File: src/hw/rtl/fpcp_pkg.sv
`timescale 1ns / 1ps

package fpcp_pkg;

  localparam int unsigned DATA_W   = 8;
  localparam int unsigned WINDOW_W = 16;
  localparam int unsigned HOST_W   = 32;
  localparam int unsigned PORT_W   = 16;
  localparam int unsigned OFFSET_W = 16;
  localparam int unsigned NUM_W    = 8;
  localparam int unsigned NUM_CNT  = 6;
  localparam int unsigned IDX_W    = 3;
  localparam int unsigned PROG_W   = 3;

  // keyword progress codes
  localparam logic [PROG_W-1:0] PROG_IDLE  = 3'd0;
  localparam logic [PROG_W-1:0] PROG_FIRST = 3'd1;
  localparam logic [PROG_W-1:0] PROG_ARGS  = 3'd5;

  localparam logic [IDX_W-1:0] IDX_LAST = 3'd5;

  localparam logic [DATA_W-1:0] CHR_P_UP  = 8'h50;
  localparam logic [DATA_W-1:0] CHR_P_LO  = 8'h70;
  localparam logic [DATA_W-1:0] CHR_O_UP  = 8'h4F;
  localparam logic [DATA_W-1:0] CHR_O_LO  = 8'h6F;
  localparam logic [DATA_W-1:0] CHR_R_UP  = 8'h52;
  localparam logic [DATA_W-1:0] CHR_R_LO  = 8'h72;
  localparam logic [DATA_W-1:0] CHR_T_UP  = 8'h54;
  localparam logic [DATA_W-1:0] CHR_T_LO  = 8'h74;
  localparam logic [DATA_W-1:0] CHR_SPACE = 8'h20;
  localparam logic [DATA_W-1:0] CHR_COMMA = 8'h2C;
  localparam logic [DATA_W-1:0] CHR_CR    = 8'h0D;
  localparam logic [DATA_W-1:0] CHR_LF    = 8'h0A;
  localparam logic [DATA_W-1:0] CHR_ZERO  = 8'h30;
  localparam logic [DATA_W-1:0] CHR_NINE  = 8'h39;

  typedef struct packed {
    logic [DATA_W-1:0]   data_byte;
    logic                first_byte;
    logic                last_byte;
    logic [WINDOW_W-1:0] match_window;
  } in_item_t;

  typedef struct packed {
    logic                found;
    logic [HOST_W-1:0]   host_address;
    logic [PORT_W-1:0]   data_port;
    logic [OFFSET_W-1:0] arg_offset;
    logic [OFFSET_W-1:0] arg_length;
  } result_t;

  // expected keyword character at a given progress (1..4)
  function automatic logic [DATA_W-1:0] kw_char(input logic [PROG_W-1:0] prog,
                                                input logic lower);
    logic [DATA_W-1:0] c;
    case (prog)
      3'd1:    c = lower ? CHR_O_LO : CHR_O_UP;
      3'd2:    c = lower ? CHR_R_LO : CHR_R_UP;
      3'd3:    c = lower ? CHR_T_LO : CHR_T_UP;
      3'd4:    c = CHR_SPACE;
      default: c = '0;
    endcase
    return c;
  endfunction

endpackage

File: src/hw/rtl/fpcp_in_if.sv
`timescale 1ns / 1ps

interface fpcp_in_if;
  logic        valid;
  logic        ready;
  logic [7:0]  data_byte;
  logic        first_byte;
  logic        last_byte;
  logic [15:0] match_window;

  modport source (output valid, output data_byte, output first_byte,
                  output last_byte, output match_window, input ready);
  modport sink   (input valid, input data_byte, input first_byte,
                  input last_byte, input match_window, output ready);
endinterface

File: src/hw/rtl/fpcp_out_if.sv
`timescale 1ns / 1ps

interface fpcp_out_if;
  logic        valid;
  logic        ready;
  logic        found;
  logic [31:0] host_address;
  logic [15:0] data_port;
  logic [15:0] arg_offset;
  logic [15:0] arg_length;

  modport source (output valid, output found, output host_address, output data_port,
                  output arg_offset, output arg_length, input ready);
  modport sink   (input valid, input found, input host_address, input data_port,
                  input arg_offset, input arg_length, output ready);
endinterface

File: src/hw/rtl/fpcp_in_reg.sv
`timescale 1ns / 1ps

module fpcp_in_reg import fpcp_pkg::*; (
  input  logic     clk,
  input  logic     rst_n,
  input  logic     in_valid,
  output logic     in_ready,
  input  in_item_t in_item,
  output logic     item_valid,
  output in_item_t item,
  input  logic     item_take
);

  logic     valid_r;
  in_item_t item_r;

  assign in_ready   = !valid_r || item_take;
  assign item_valid = valid_r;
  assign item       = item_r;

  always_ff @(posedge clk) begin
    if (!rst_n) begin
      valid_r <= 1'b0;
    end else if (in_ready) begin
      valid_r <= in_valid;
    end
  end

  always_ff @(posedge clk) begin
    if (in_ready && in_valid) begin
      item_r <= in_item;
    end
  end

endmodule

File: src/hw/rtl/fpcp_scanner.sv
`timescale 1ns / 1ps

module fpcp_scanner import fpcp_pkg::*; #(
  parameter int unsigned POSITION_BITS = 16
) (
  input  logic     clk,
  input  logic     rst_n,
  input  in_item_t item,
  input  logic     step,
  output logic     res_valid,
  output result_t  res
);

  localparam logic [POSITION_BITS-1:0] POS_MAX = '1;

  logic [PROG_W-1:0]        prog_r, prog_nxt, prog_base;
  logic                     lower_r, lower_nxt, lower_base;
  logic [POSITION_BITS-1:0] pos_r, pos_nxt;
  logic [WINDOW_W-1:0]      win_r, win_nxt;
  logic [NUM_W-1:0]         nums_r [NUM_CNT];
  logic [NUM_W-1:0]         nums_nxt [NUM_CNT];
  logic [NUM_W-1:0]         nums_base [NUM_CNT];
  logic [IDX_W-1:0]         idx_r, idx_nxt, idx_base;
  logic [POSITION_BITS-1:0] astart_r, astart_nxt, astart_base;
  logic                     done_r, done_nxt, done_base;

  logic [DATA_W-1:0]        b;
  logic                     start_hit;
  logic                     is_digit;
  logic                     is_crlf;
  logic                     success;
  logic [POSITION_BITS-1:0] arg_len;
  logic [POSITION_BITS-1:0] pos_inc;

  assign b        = item.data_byte;
  assign is_digit = (b >= CHR_ZERO) && (b <= CHR_NINE);
  assign is_crlf  = (b == CHR_CR) || (b == CHR_LF);

  always_comb begin
    // per-packet restart on the first byte, saturating position otherwise
    pos_inc = (pos_r == POS_MAX) ? pos_r : pos_r + 1'b1;
    if (item.first_byte) begin
      pos_nxt     = '0;
      win_nxt     = item.match_window;
      prog_base   = PROG_IDLE;
      lower_base  = 1'b0;
      idx_base    = '0;
      astart_base = '0;
      done_base   = 1'b0;
      for (int i = 0; i < NUM_CNT; i++) nums_base[i] = '0;
    end else begin
      pos_nxt     = pos_inc;
      win_nxt     = win_r;
      prog_base   = prog_r;
      lower_base  = lower_r;
      idx_base    = idx_r;
      astart_base = astart_r;
      done_base   = done_r;
      for (int i = 0; i < NUM_CNT; i++) nums_base[i] = nums_r[i];
    end
  end

  assign start_hit = (WINDOW_W'(pos_nxt) < win_nxt) && ((b == CHR_P_UP) || (b == CHR_P_LO));
  assign arg_len   = (pos_nxt >= astart_base) ? pos_nxt - astart_base : '0;

  always_comb begin
    prog_nxt   = prog_base;
    lower_nxt  = lower_base;
    idx_nxt    = idx_base;
    astart_nxt = astart_base;
    done_nxt   = done_base;
    for (int i = 0; i < NUM_CNT; i++) nums_nxt[i] = nums_base[i];
    success   = 1'b0;
    res_valid = 1'b0;
    res       = '0;

    if (!done_base) begin
      if (prog_base >= PROG_ARGS) begin
        if (is_digit) begin
          nums_nxt[idx_base] = NUM_W'(nums_base[idx_base] * 8'd10 + (b - CHR_ZERO));
        end else if ((b == CHR_COMMA) && (idx_base < IDX_LAST)) begin
          idx_nxt = idx_base + 1'b1;
        end else if (is_crlf && (idx_base == IDX_LAST)) begin
          success = 1'b1;
        end else begin
          prog_nxt = start_hit ? PROG_FIRST : PROG_IDLE;
          if (start_hit) lower_nxt = (b == CHR_P_LO);
        end
      end else if (prog_base != PROG_IDLE) begin
        if (b == kw_char(prog_base, lower_base)) begin
          prog_nxt = prog_base + 1'b1;
          if (prog_nxt == PROG_ARGS) begin
            // argument text starts right after the space
            astart_nxt = (pos_nxt == POS_MAX) ? pos_nxt : pos_nxt + 1'b1;
            idx_nxt    = '0;
            for (int i = 0; i < NUM_CNT; i++) nums_nxt[i] = '0;
          end
        end else begin
          prog_nxt = start_hit ? PROG_FIRST : PROG_IDLE;
          if (start_hit) lower_nxt = (b == CHR_P_LO);
        end
      end else begin
        prog_nxt = start_hit ? PROG_FIRST : PROG_IDLE;
        if (start_hit) lower_nxt = (b == CHR_P_LO);
      end

      if (success) begin
        res_valid        = 1'b1;
        res.found        = 1'b1;
        res.host_address = {nums_base[0], nums_base[1], nums_base[2], nums_base[3]};
        res.data_port    = {nums_base[4], nums_base[5]};
        res.arg_offset   = OFFSET_W'(astart_base);
        res.arg_length   = OFFSET_W'(arg_len);
        done_nxt         = 1'b1;
        prog_nxt         = PROG_IDLE;
      end else if (item.last_byte) begin
        res_valid = 1'b1;
        done_nxt  = 1'b1;
        prog_nxt  = PROG_IDLE;
      end
    end
  end

  always_ff @(posedge clk) begin
    if (!rst_n) begin
      prog_r   <= PROG_IDLE;
      lower_r  <= 1'b0;
      pos_r    <= '0;
      win_r    <= '0;
      idx_r    <= '0;
      astart_r <= '0;
      done_r   <= 1'b0;
      for (int i = 0; i < NUM_CNT; i++) nums_r[i] <= '0;
    end else if (step) begin
      prog_r   <= prog_nxt;
      lower_r  <= lower_nxt;
      pos_r    <= pos_nxt;
      win_r    <= win_nxt;
      idx_r    <= idx_nxt;
      astart_r <= astart_nxt;
      done_r   <= done_nxt;
      for (int i = 0; i < NUM_CNT; i++) nums_r[i] <= nums_nxt[i];
    end
  end

endmodule

File: src/hw/rtl/ftp_port_command_parser_core.sv
`timescale 1ns / 1ps
// path: a taken byte passes the input register, then its result is registered onto out_ch
// throughput: one payload byte per cycle; the input register holds a byte only while
//   a result waits on out_ch and that byte also causes a result
// reset: synchronous active-low rst_n clears the scan state, position, window and
//   both valid flags; no clearing pass is needed

module ftp_port_command_parser_core import fpcp_pkg::*; #(
  parameter int unsigned POSITION_BITS = 16
) (
  input logic            clk,
  input logic            rst_n,
  fpcp_in_if.sink        in_ch,
  fpcp_out_if.source     out_ch
);

  in_item_t in_item;
  in_item_t item;
  logic     item_valid;
  logic     item_take;
  logic     res_valid;
  result_t  res;
  logic     step;

  logic     out_valid_r;
  result_t  out_r;

  assign in_item.data_byte    = in_ch.data_byte;
  assign in_item.first_byte   = in_ch.first_byte;
  assign in_item.last_byte    = in_ch.last_byte;
  assign in_item.match_window = in_ch.match_window;

  fpcp_in_reg u_in_reg (
    .clk        (clk),
    .rst_n      (rst_n),
    .in_valid   (in_ch.valid),
    .in_ready   (in_ch.ready),
    .in_item    (in_item),
    .item_valid (item_valid),
    .item       (item),
    .item_take  (item_take)
  );

  fpcp_scanner #(
    .POSITION_BITS (POSITION_BITS)
  ) u_scanner (
    .clk       (clk),
    .rst_n     (rst_n),
    .item      (item),
    .step      (step),
    .res_valid (res_valid),
    .res       (res)
  );

  // a byte with no result never waits on the output side
  assign item_take = !res_valid || !out_valid_r || out_ch.ready;
  assign step      = item_valid && item_take;

  always_ff @(posedge clk) begin
    if (!rst_n) begin
      out_valid_r <= 1'b0;
    end else if (step && res_valid) begin
      out_valid_r <= 1'b1;
    end else if (out_ch.ready) begin
      out_valid_r <= 1'b0;
    end
  end

  always_ff @(posedge clk) begin
    if (step && res_valid) begin
      out_r <= res;
    end
  end

  assign out_ch.valid        = out_valid_r;
  assign out_ch.found        = out_r.found;
  assign out_ch.host_address = out_r.host_address;
  assign out_ch.data_port    = out_r.data_port;
  assign out_ch.arg_offset   = out_r.arg_offset;
  assign out_ch.arg_length   = out_r.arg_length;

endmodule

File: src/flat_wrapper.sv
// flat-port wrapper written by rule: the top's interface ports become plain ports
module ftp_port_command_parser_core_flat import fpcp_pkg::*;
#(
  parameter int unsigned POSITION_BITS = 16
)
  (clk, rst_n, in_ch_valid, in_ch_data_byte, in_ch_first_byte, in_ch_last_byte, in_ch_match_window, in_ch_ready, out_ch_valid, out_ch_found, out_ch_host_address, out_ch_data_port, out_ch_arg_offset, out_ch_arg_length, out_ch_ready);
  fpcp_in_if in_ch_i ();
  fpcp_out_if out_ch_i ();
  input logic clk;
  input logic rst_n;
  input wire logic [$bits(in_ch_i.valid)-1:0] in_ch_valid;
  input wire logic [$bits(in_ch_i.data_byte)-1:0] in_ch_data_byte;
  input wire logic [$bits(in_ch_i.first_byte)-1:0] in_ch_first_byte;
  input wire logic [$bits(in_ch_i.last_byte)-1:0] in_ch_last_byte;
  input wire logic [$bits(in_ch_i.match_window)-1:0] in_ch_match_window;
  output wire logic [$bits(in_ch_i.ready)-1:0] in_ch_ready;
  output wire logic [$bits(out_ch_i.valid)-1:0] out_ch_valid;
  output wire logic [$bits(out_ch_i.found)-1:0] out_ch_found;
  output wire logic [$bits(out_ch_i.host_address)-1:0] out_ch_host_address;
  output wire logic [$bits(out_ch_i.data_port)-1:0] out_ch_data_port;
  output wire logic [$bits(out_ch_i.arg_offset)-1:0] out_ch_arg_offset;
  output wire logic [$bits(out_ch_i.arg_length)-1:0] out_ch_arg_length;
  input wire logic [$bits(out_ch_i.ready)-1:0] out_ch_ready;
  assign in_ch_i.valid = in_ch_valid;
  assign in_ch_i.data_byte = in_ch_data_byte;
  assign in_ch_i.first_byte = in_ch_first_byte;
  assign in_ch_i.last_byte = in_ch_last_byte;
  assign in_ch_i.match_window = in_ch_match_window;
  assign in_ch_ready = in_ch_i.ready;
  assign out_ch_valid = out_ch_i.valid;
  assign out_ch_found = out_ch_i.found;
  assign out_ch_host_address = out_ch_i.host_address;
  assign out_ch_data_port = out_ch_i.data_port;
  assign out_ch_arg_offset = out_ch_i.arg_offset;
  assign out_ch_arg_length = out_ch_i.arg_length;
  assign out_ch_i.ready = out_ch_ready;
  ftp_port_command_parser_core #(.POSITION_BITS(POSITION_BITS)) u_core (.clk(clk), .rst_n(rst_n), .in_ch(in_ch_i), .out_ch(out_ch_i));
endmodule
File: config.mk
export PLATFORM = sky130hd
export DESIGN_NAME = ftp_port_command_parser_core_flat
export DESIGN_NICKNAME = d
export VERILOG_FILES = /design/src/hw/rtl/fpcp_pkg.sv /design/src/hw/rtl/fpcp_in_if.sv /design/src/hw/rtl/fpcp_out_if.sv /design/src/hw/rtl/fpcp_in_reg.sv /design/src/hw/rtl/fpcp_scanner.sv /design/src/hw/rtl/ftp_port_command_parser_core.sv /design/src/flat_wrapper.sv
export SDC_FILE = /design/constraint.sdc
export NUM_CORES = 1
export LEC_CHECK = 0
export BUFFER_PORTS_ARGS = -buffer_cell sky130_fd_sc_hd__buf_2
export CORE_MARGIN = 2
export CORE_UTILIZATION = 40
export DETAILED_ROUTE_END_ITERATION = 10
export MAX_ROUTING_LAYER = met4
export SLEW_MARGIN = 20
export SYNTH_ARGS = -nofsm -noshare
export SYNTH_HDL_FRONTEND = slang
export SYNTH_SLANG_ARGS = --single-unit
File: constraint.sdc
create_clock -name clk -period 6.3 [get_ports clk]
set_clock_uncertainty 0.1 [all_clocks]
set_input_delay 0.63 -clock clk [delete_from_list [all_inputs] [get_ports clk]]
set_output_delay 0.63 -clock clk [all_outputs]
set_load 0.05 [all_outputs]
==> out/qor.yml, run 1 <==
finish:
  drive_gt1_frac: 0.172
  syn_to_final_growth_pct: 14.7
  multi_input_area_mm2: 0.00555
  layout_common_cells: "155 x edfxtp_1, 112 x buf_2, 111 x nor2_1"
  ff_latch_area_mm2: 0.00582
  n_fill_cell: 2721
  nets: 1307
  final_common_cell: "edfxtp_1"
  antenna_cells: 0
floorplan:
  rows: 62
  initial_utilization: 0.408
  fp.coreArea_mm2: 0.0288
  die_height_um: 175
  num_io_pins: 113
  die_x_um: 175
  die-area_mm2: 0.0308
sta:
  fin_tns_setup_ps: 0
  max_freq_ghz: 0.207
  postLayoutSetupSlackWorst_ps: 1460
  setup_viol: 0
  hold_viol_final: 0
  slew_viol_final: 0
  tightest_slew_ps: 1080
  grt_setup_unrepaired: "no"
  max_slew_margin: 0.275
  holdWs_ps: 183
  layout_worst_path_cycle_share: 0.768
  period_needed_ps: 4840
drt:
  routed_wl_um: 28500
  wl_per_cell_um: 17.6
  ant_nets: 0
  drc: 0
  drtIter0Drc: 656
  viasPerCell: 5.56
  firstDrtPassIters: 4
  vias: 8988
worst_setup_path:
  crit_top_cell: "xnor2_1"
  rr_worst_depth: 17
  start_kind: "register"
  critical_path_required_ps: 6610
  r2r-end: "u_core.u_scanner.nums_r[4][7]"
  cpPeakStageDelay_ps: 650
  path_buf_inv: 1
  critPathTopFamily: "XOR/XNOR gates"
  crit_path_max_fanout: 13
  r2r-start: "u_core.u_scanner.idx_r[1]"
  crit_chain: "nand2b_1 -> mux2_2 -> a21oi_1 -> o22ai_1 -> ha_1 -> ha_1 -> inv_1 -> fa_1 -> xor2_1 -> ha_1 -> xnor2_1 -> xnor2_1 -> xnor2_1 -> xnor2_1 -> xnor3_1 -> nor2_1 -> a31o_2"
  slowest_stage: "dfxtp_1"
  endpoint_kind: "register"
  critPathKind: "register to register"
  arrival_ps: 5150
  r2r_slack_ps: 1460
place:
  gp_congestion: 0.906
  dp_hpwl_um: 20500
  io_buffers: 112
  post-place-ws_ps: 1530
logic_synthesis:
  synth-seq-area-share: 0.495
  syn_inst: 1118
  synth.avg_cell_area_um2: 10.5
  synth_warnings: 0
  synth_top_flop_cell: "edfxtp_1"
  synth_nets: 1210
  synth_edf_count: 155
  netlist_area_mm2: 0.0118
  synthArstFlopShare: 0
  ys_ff_latch: 213
  synthDistinctLibCells: 89
global_route:
  grtUsageTotal: 0.189
  grt_pass1_vias: 8349
  grt_antenna_before_repair: 0
  grt_pass1_wl_um: 45600
  overflow: 0
  grt_max_degree: 66
clocking:
  cts_buffers: 25
  cts_tree: "built"
  cts_setup_buffers: 0
  cts_root_buf: "clkbuf_16"
  clkSlewWorstSetupHoldPaths_ps: 70
  clkSinkCount: 213
  clock_path_buffers: 3
  htreeDepth: 1
  insertion_delay_ps: 530
  postCtsHoldBufs: 0
  cts_resized: 0
status:
  outcome: "complete, no violations"
power_and_ir_drop:
  finalPower_mw: 3.27
  powerDensity_mw_per_mm2: 243
  ir_worst_vdd_mv: 0.265
  leakagePower_nw: 5.39
hold_path:
  hold-path-endpoint: "u_core.u_in_reg.item[15]"
  worstHoldStart: "in_ch_match_window[15]"
  hold_path_class: "primary input to register"
  holdPathStages: 1
flow_run:
  cap_violations: 0
[layer usage]
layer / track usage / vias up / part of all wire
met5: - / - / 0
met4: 0.0427 / 0 / 0.017
met3: 0.0297 / 37 / 0.070
met2: 0.266 / 334 / 0.41
met1: 0.284 / 4238 / 0.50
li1: - / 4379 / -
[sequential cells by signal, indices dropped and copies added, names as in the netlist, 3 cells and up]
name                        cells
u_core.u_scanner.nums_r        48
u_core.out_ch.host_address     32
u_core.u_in_reg.item           26
u_core.out_ch.arg_length       16
u_core.out_ch.arg_offset       16
u_core.out_ch.data_port        16
u_core.u_scanner.astart_r      16
u_core.u_scanner.pos_r         16
u_core.u_scanner.win_r         16
u_core.u_scanner.idx_r          3
u_core.u_scanner.prog_r         3
[worst max path at each step]
| stage | from | to | slack, ps | cells after the start |
|---|---|---|---|---|
| global placement | u_core.u_scanner.idx_r[1] | u_core.u_scanner.nums_r[0][7] | 1670 | 17 |
| CTS | u_core.u_scanner.idx_r[1] | u_core.u_scanner.nums_r[4][7] | 1520 | 17 |
| finish | u_core.u_scanner.idx_r[1] | u_core.u_scanner.nums_r[4][7] | 1460 | 17 |
| floorplan | u_core.u_in_reg.item[17] | u_core.out_ch.arg_length[0] | 980 | 14 |
| detailed placement | u_core.u_scanner.idx_r[1] | u_core.u_scanner.nums_r[3][7] | 1530 | 17 |
| global route | u_core.u_scanner.idx_r[0] | u_core.u_scanner.nums_r[4][6] | 1220 | 18 |
[logic make-up (layout without fill, tap and decap cells)]
logic type	after synthesis	after routing	synth area share
simple gates	431	431	0.189
compound gates	256	256	0.154
flops	213	213	0.495
buf+inv	89	204	0.0343
fa+ha+maj	62	62	0.0679
mux	39	39	0.0377
xor+xnor	28	28	0.0220
[worst register-to-register path, cell delays in order, from the launching register on]
cell	delay [ps]
dfxtp_1	650
nand2b_1	380
mux2_2	380
a21oi_1	150
o22ai_1	110
ha_1	310
ha_1	170
inv_1	60
fa_1	370
xor2_1	180
ha_1	210
xnor2_1	170
xnor2_1	170
xnor2_1	160
xnor2_1	160
xnor3_1	330
nor2_1	450
a31o_2	240
[layout make-up]
class | count | area share
Sequential cell | 213 | 0.431
Multi-Input combinational cell | 816 | 0.412
Tap cell | 384 | 0.0356
Inverter | 32 | 0.00891
Clock inverter | 18 | 0.0137
Timing Repair Buffer | 127 | 0.0508
Clock buffer | 27 | 0.0477
[synth_stat cells (5+ instances only)]
cell / count / share of area
edfxtp_1: 155 / 0.40
nor2_1: 112 / 0.036
nand2_1: 101 / 0.032
and2_1: 68 / 0.036
ha_1: 59 / 0.063
dfxtp_1: 58 / 0.099
a21oi_1: 52 / 0.022
clkbuf_1: 41 / 0.013
o21ai_0: 37 / 0.016
mux2i_1: 33 / 0.028
inv_1: 29 / 0.0093
a32oi_1: 27 / 0.020
nor3_1: 25 / 0.011
a211oi_1: 24 / 0.015
nand3_1: 21 / 0.0089
a22oi_1: 19 / 0.012
nor2b_1: 19 / 0.010
xnor2_1: 17 / 0.013
and3_1: 16 / 0.0085
nand4_1: 16 / 0.0085
a21o_1: 12 / 0.0077
a31oi_1: 12 / 0.0064
o21a_1: 11 / 0.0070
o22ai_1: 10 / 0.0053
xor2_1: 10 / 0.0075
nand2b_1: 9 / 0.0048
a31o_2: 6 / 0.0045
nor4_1: 6 / 0.0032
a211o_1: 5 / 0.0037
buf_6: 5 / 0.0048
[report_power, final]
part	switching, mW	internal (mW)	leakage [nW]	total [mW]
clock	0.586	0.865	0.405	1.45
sequential	0.0381	1.54	2.15	1.58
combinational	0.152	0.0890	2.84	0.241
[stage by stage]
step | instance area [um2] | utilization | instances
final | 13500 | 0.469 | 1617
after global routing | 13500 | 0.469 | 1617
after CTS | 13500 | 0.468 | 1617
after detailed placement | 12700 | 0.440 | 1572
after global placement | 12700 | 0.440 | 1572
after floorplan | 11800 | - | 1118
No activity file was read; power rests on OpenSTA's default activity.
==> run 2, diff against run 1 <==
==> constraint.sdc (replaced) <==
create_clock -name clk -period 4.5 [get_ports clk]
set_clock_uncertainty 0.1 [all_clocks]
set_input_delay 0.45 -clock clk [delete_from_list [all_inputs] [get_ports clk]]
set_output_delay 0.45 -clock clk [all_outputs]
set_load 0.05 [all_outputs]
==> run 2 against run 1 <==
Net effect:
- sequential power rose by 40%
- largest power group unchanged
- critical path type unchanged
- critical endpoint is now u_core.u_scanner.nums_r[0][7]
- core utilization grew 1.7 points
- via count up 1.7%
- non-clock buffer count up 65
- routed wire length increased by 4.3%
==> out/qor.yml, run 2 (same netlist as run 1, synthesis figures left out) <==
status:
  outcome: "complete, no violations"
finish:
  final_util: 0.486
  layout_common_cells: "155 x edfxtp_1, 112 x buf_2, 110 x nor2_1"
  largest_reg_flops: 48
  n_fill_cell: 2695
  antenna_cells: 0
  final_common_cell: "edfxtp_1"
  syn_to_final_growth_pct: 18.9
  drive_gt1_frac: 0.190
  nets: 1371
  largest-register: "u_core.u_scanner.nums_r"
place:
  gp_congestion: 0.913
  io_buffers: 112
  post-place-ws_ps: 107
  dp_hpwl_um: 21800
clocking:
  cts_tree: "built"
  cts_root_buf: "clkbuf_16"
  clkSlewWorstSetupHoldPaths_ps: 60
  htreeDepth: 1
  cts_setup_buffers: 0
  clkSinkCount: 213
  cts_buffers: 24
  clock_path_buffers: 3
  insertion_delay_ps: 530
global_route:
  grt_pass1_vias: 8558
  grt_antenna_before_repair: 0
  overflow: 0
  grt_max_degree: 52
  grt_pass1_wl_um: 47400
  grtUsageTotal: 0.198
worst_setup_path:
  critPathTopFamily: "compound AO/OA/AOI/OAI gates"
  slowest_stage: "a2111oi_4"
  crit_path_max_fanout: 20
  start_kind: "register"
  crit_chain: "buf_4 -> buf_4 -> and2b_1 -> inv_2 -> ha_1 -> a211o_1 -> a22oi_1 -> xor2_1 -> nand3_1 -> a2111oi_4 -> o22ai_1 -> and3_1 -> a31o_2"
  path_buf_inv: 3
  critPathKind: "register to register"
  endpoint_kind: "register"
  critical_path_required_ps: 4680
  cpPeakStageDelay_ps: 680
  crit_top_cell: "buf_4"
  arrival_ps: 4460
sta:
  fin_tns_setup_ps: 0
  hold_viol_final: 0
  tightest_slew_ps: 1020
  setup_viol: 0
  max_freq_ghz: 0.234
  period_needed_ps: 4280
  postLayoutSetupSlackWorst_ps: 223
  max_slew_margin: 0.314
  slew_viol_final: 0
  holdWs_ps: 21.9
  layout_worst_path_cycle_share: 0.950
  grt_setup_unrepaired: "no"
drt:
  viasPerCell: 5.44
  routed_wl_um: 29700
  firstDrtPassIters: 5
  wl_per_cell_um: 17.7
  ant_nets: 0
  vias: 9142
  drc: 0
  drtIter0Drc: 830
power_and_ir_drop:
  internal_power_mw: 3.36
  pwr-share-comb: 0.084
  power.switching_mw: 1.06
  p_sw_frac: 0.240
  p_seq_frac: 0.500
  powerDensity_mw_per_mm2: 317
  leakagePower_nw: 5.66
  p_clk_frac: 0.416
  ir_worst_vdd_mv: 0.263
hold_path:
  hold_path_class: "primary input to register"
floorplan:
  die-area_mm2: 0.0308
  die_height_um: 175
  num_io_pins: 113
  initial_utilization: 0.408
  fp.coreArea_mm2: 0.0288
  rows: 62
  die_x_um: 175
flow_run:
  cap_violations: 0
## run 2: changes by cell type in the layout (fill, tap and decap cells not counted), moves of 2 or more
cell           delta
buf_4            +39
dlygate4sd3_1    +24
o21ai_0           -2
clkinv_1          +3
clkinv_2          -3
clkbuf_1          +4
o21ai_1           +2
bufinv_16         -2
buf_12            +2
## run 2: worst register-to-register path, stage by stage, from the launching register on
cell and delay [ps]:
edfxtp_1 390, buf_4 180, buf_4 230, and2b_1 320
inv_2 120, ha_1 270, a211o_1 320, a22oi_1 200
xor2_1 160, nand3_1 210, a2111oi_4 680, o22ai_1 360
and3_1 300, a31o_2 200
## run 2: area by class of cell
type | count | area (um2) | share of cell area
tap | 384 | 480 | 0.0344
clock buffer | 30 | 633 | 0.0453
clock inverter | 14 | 113 | 0.00806
inverter | 32 | 120 | 0.00859
timing repair buffer | 192 | 1260 | 0.0901
multi-input combinational | 816 | 5560 | 0.398
sequential | 213 | 5820 | 0.416
## run 2: path summary, 6_finish.rpt
kind                                          startpoint  slack [ps]                             to  depth (start not counted)
worst max-delay path            u_core.u_in_reg.item[17]         220  u_core.u_scanner.nums_r[0][7]                         13
worst min-delay path                  in_ch_data_byte[0]          20       u_core.u_in_reg.item[18]                          1
worst max register to register  u_core.u_in_reg.item[17]         220  u_core.u_scanner.nums_r[0][7]                         13
worst min register to register  u_core.u_scanner.lower_r         380       u_core.u_scanner.lower_r                          2
## run 2: repair_timing
action,4_1_cts,5_1_grt
resized for setup,0,4
setup endpoints to repair,0,18
hold endpoints to repair,24,0
hold buffers,24,0
## run 2: power groups by stage
stage               logic (mW)  registers, mW  clock network [mW]
floorplan                0.240           2.24                   0
global placement         0.347           2.25                   0
detailed placement       0.351           2.25                   0
CTS                      0.369           2.21                1.90
global route             0.412           2.22                1.96
finish                   0.372           2.21                1.84
## run 2: metal layers
layer	global-route usage	routed length, um
met5	-	0
met2	0.280	12300
met4	0.0500	658
met1	0.297	14900
met3	0.0275	1970
## run 2: stage by stage
step / area (um2) / total power, mW / instances
5_1_grt: 14000 / 4.59 / 1681
6_report: 14000 / 4.42 / 1681
3_5_place_dp: 13000 / 2.60 / 1613
4_1_cts: 14000 / 4.47 / 1681
3_3_place_gp: 13000 / 2.60 / 1613
2_1_floorplan: 11800 / 2.48 / 1118
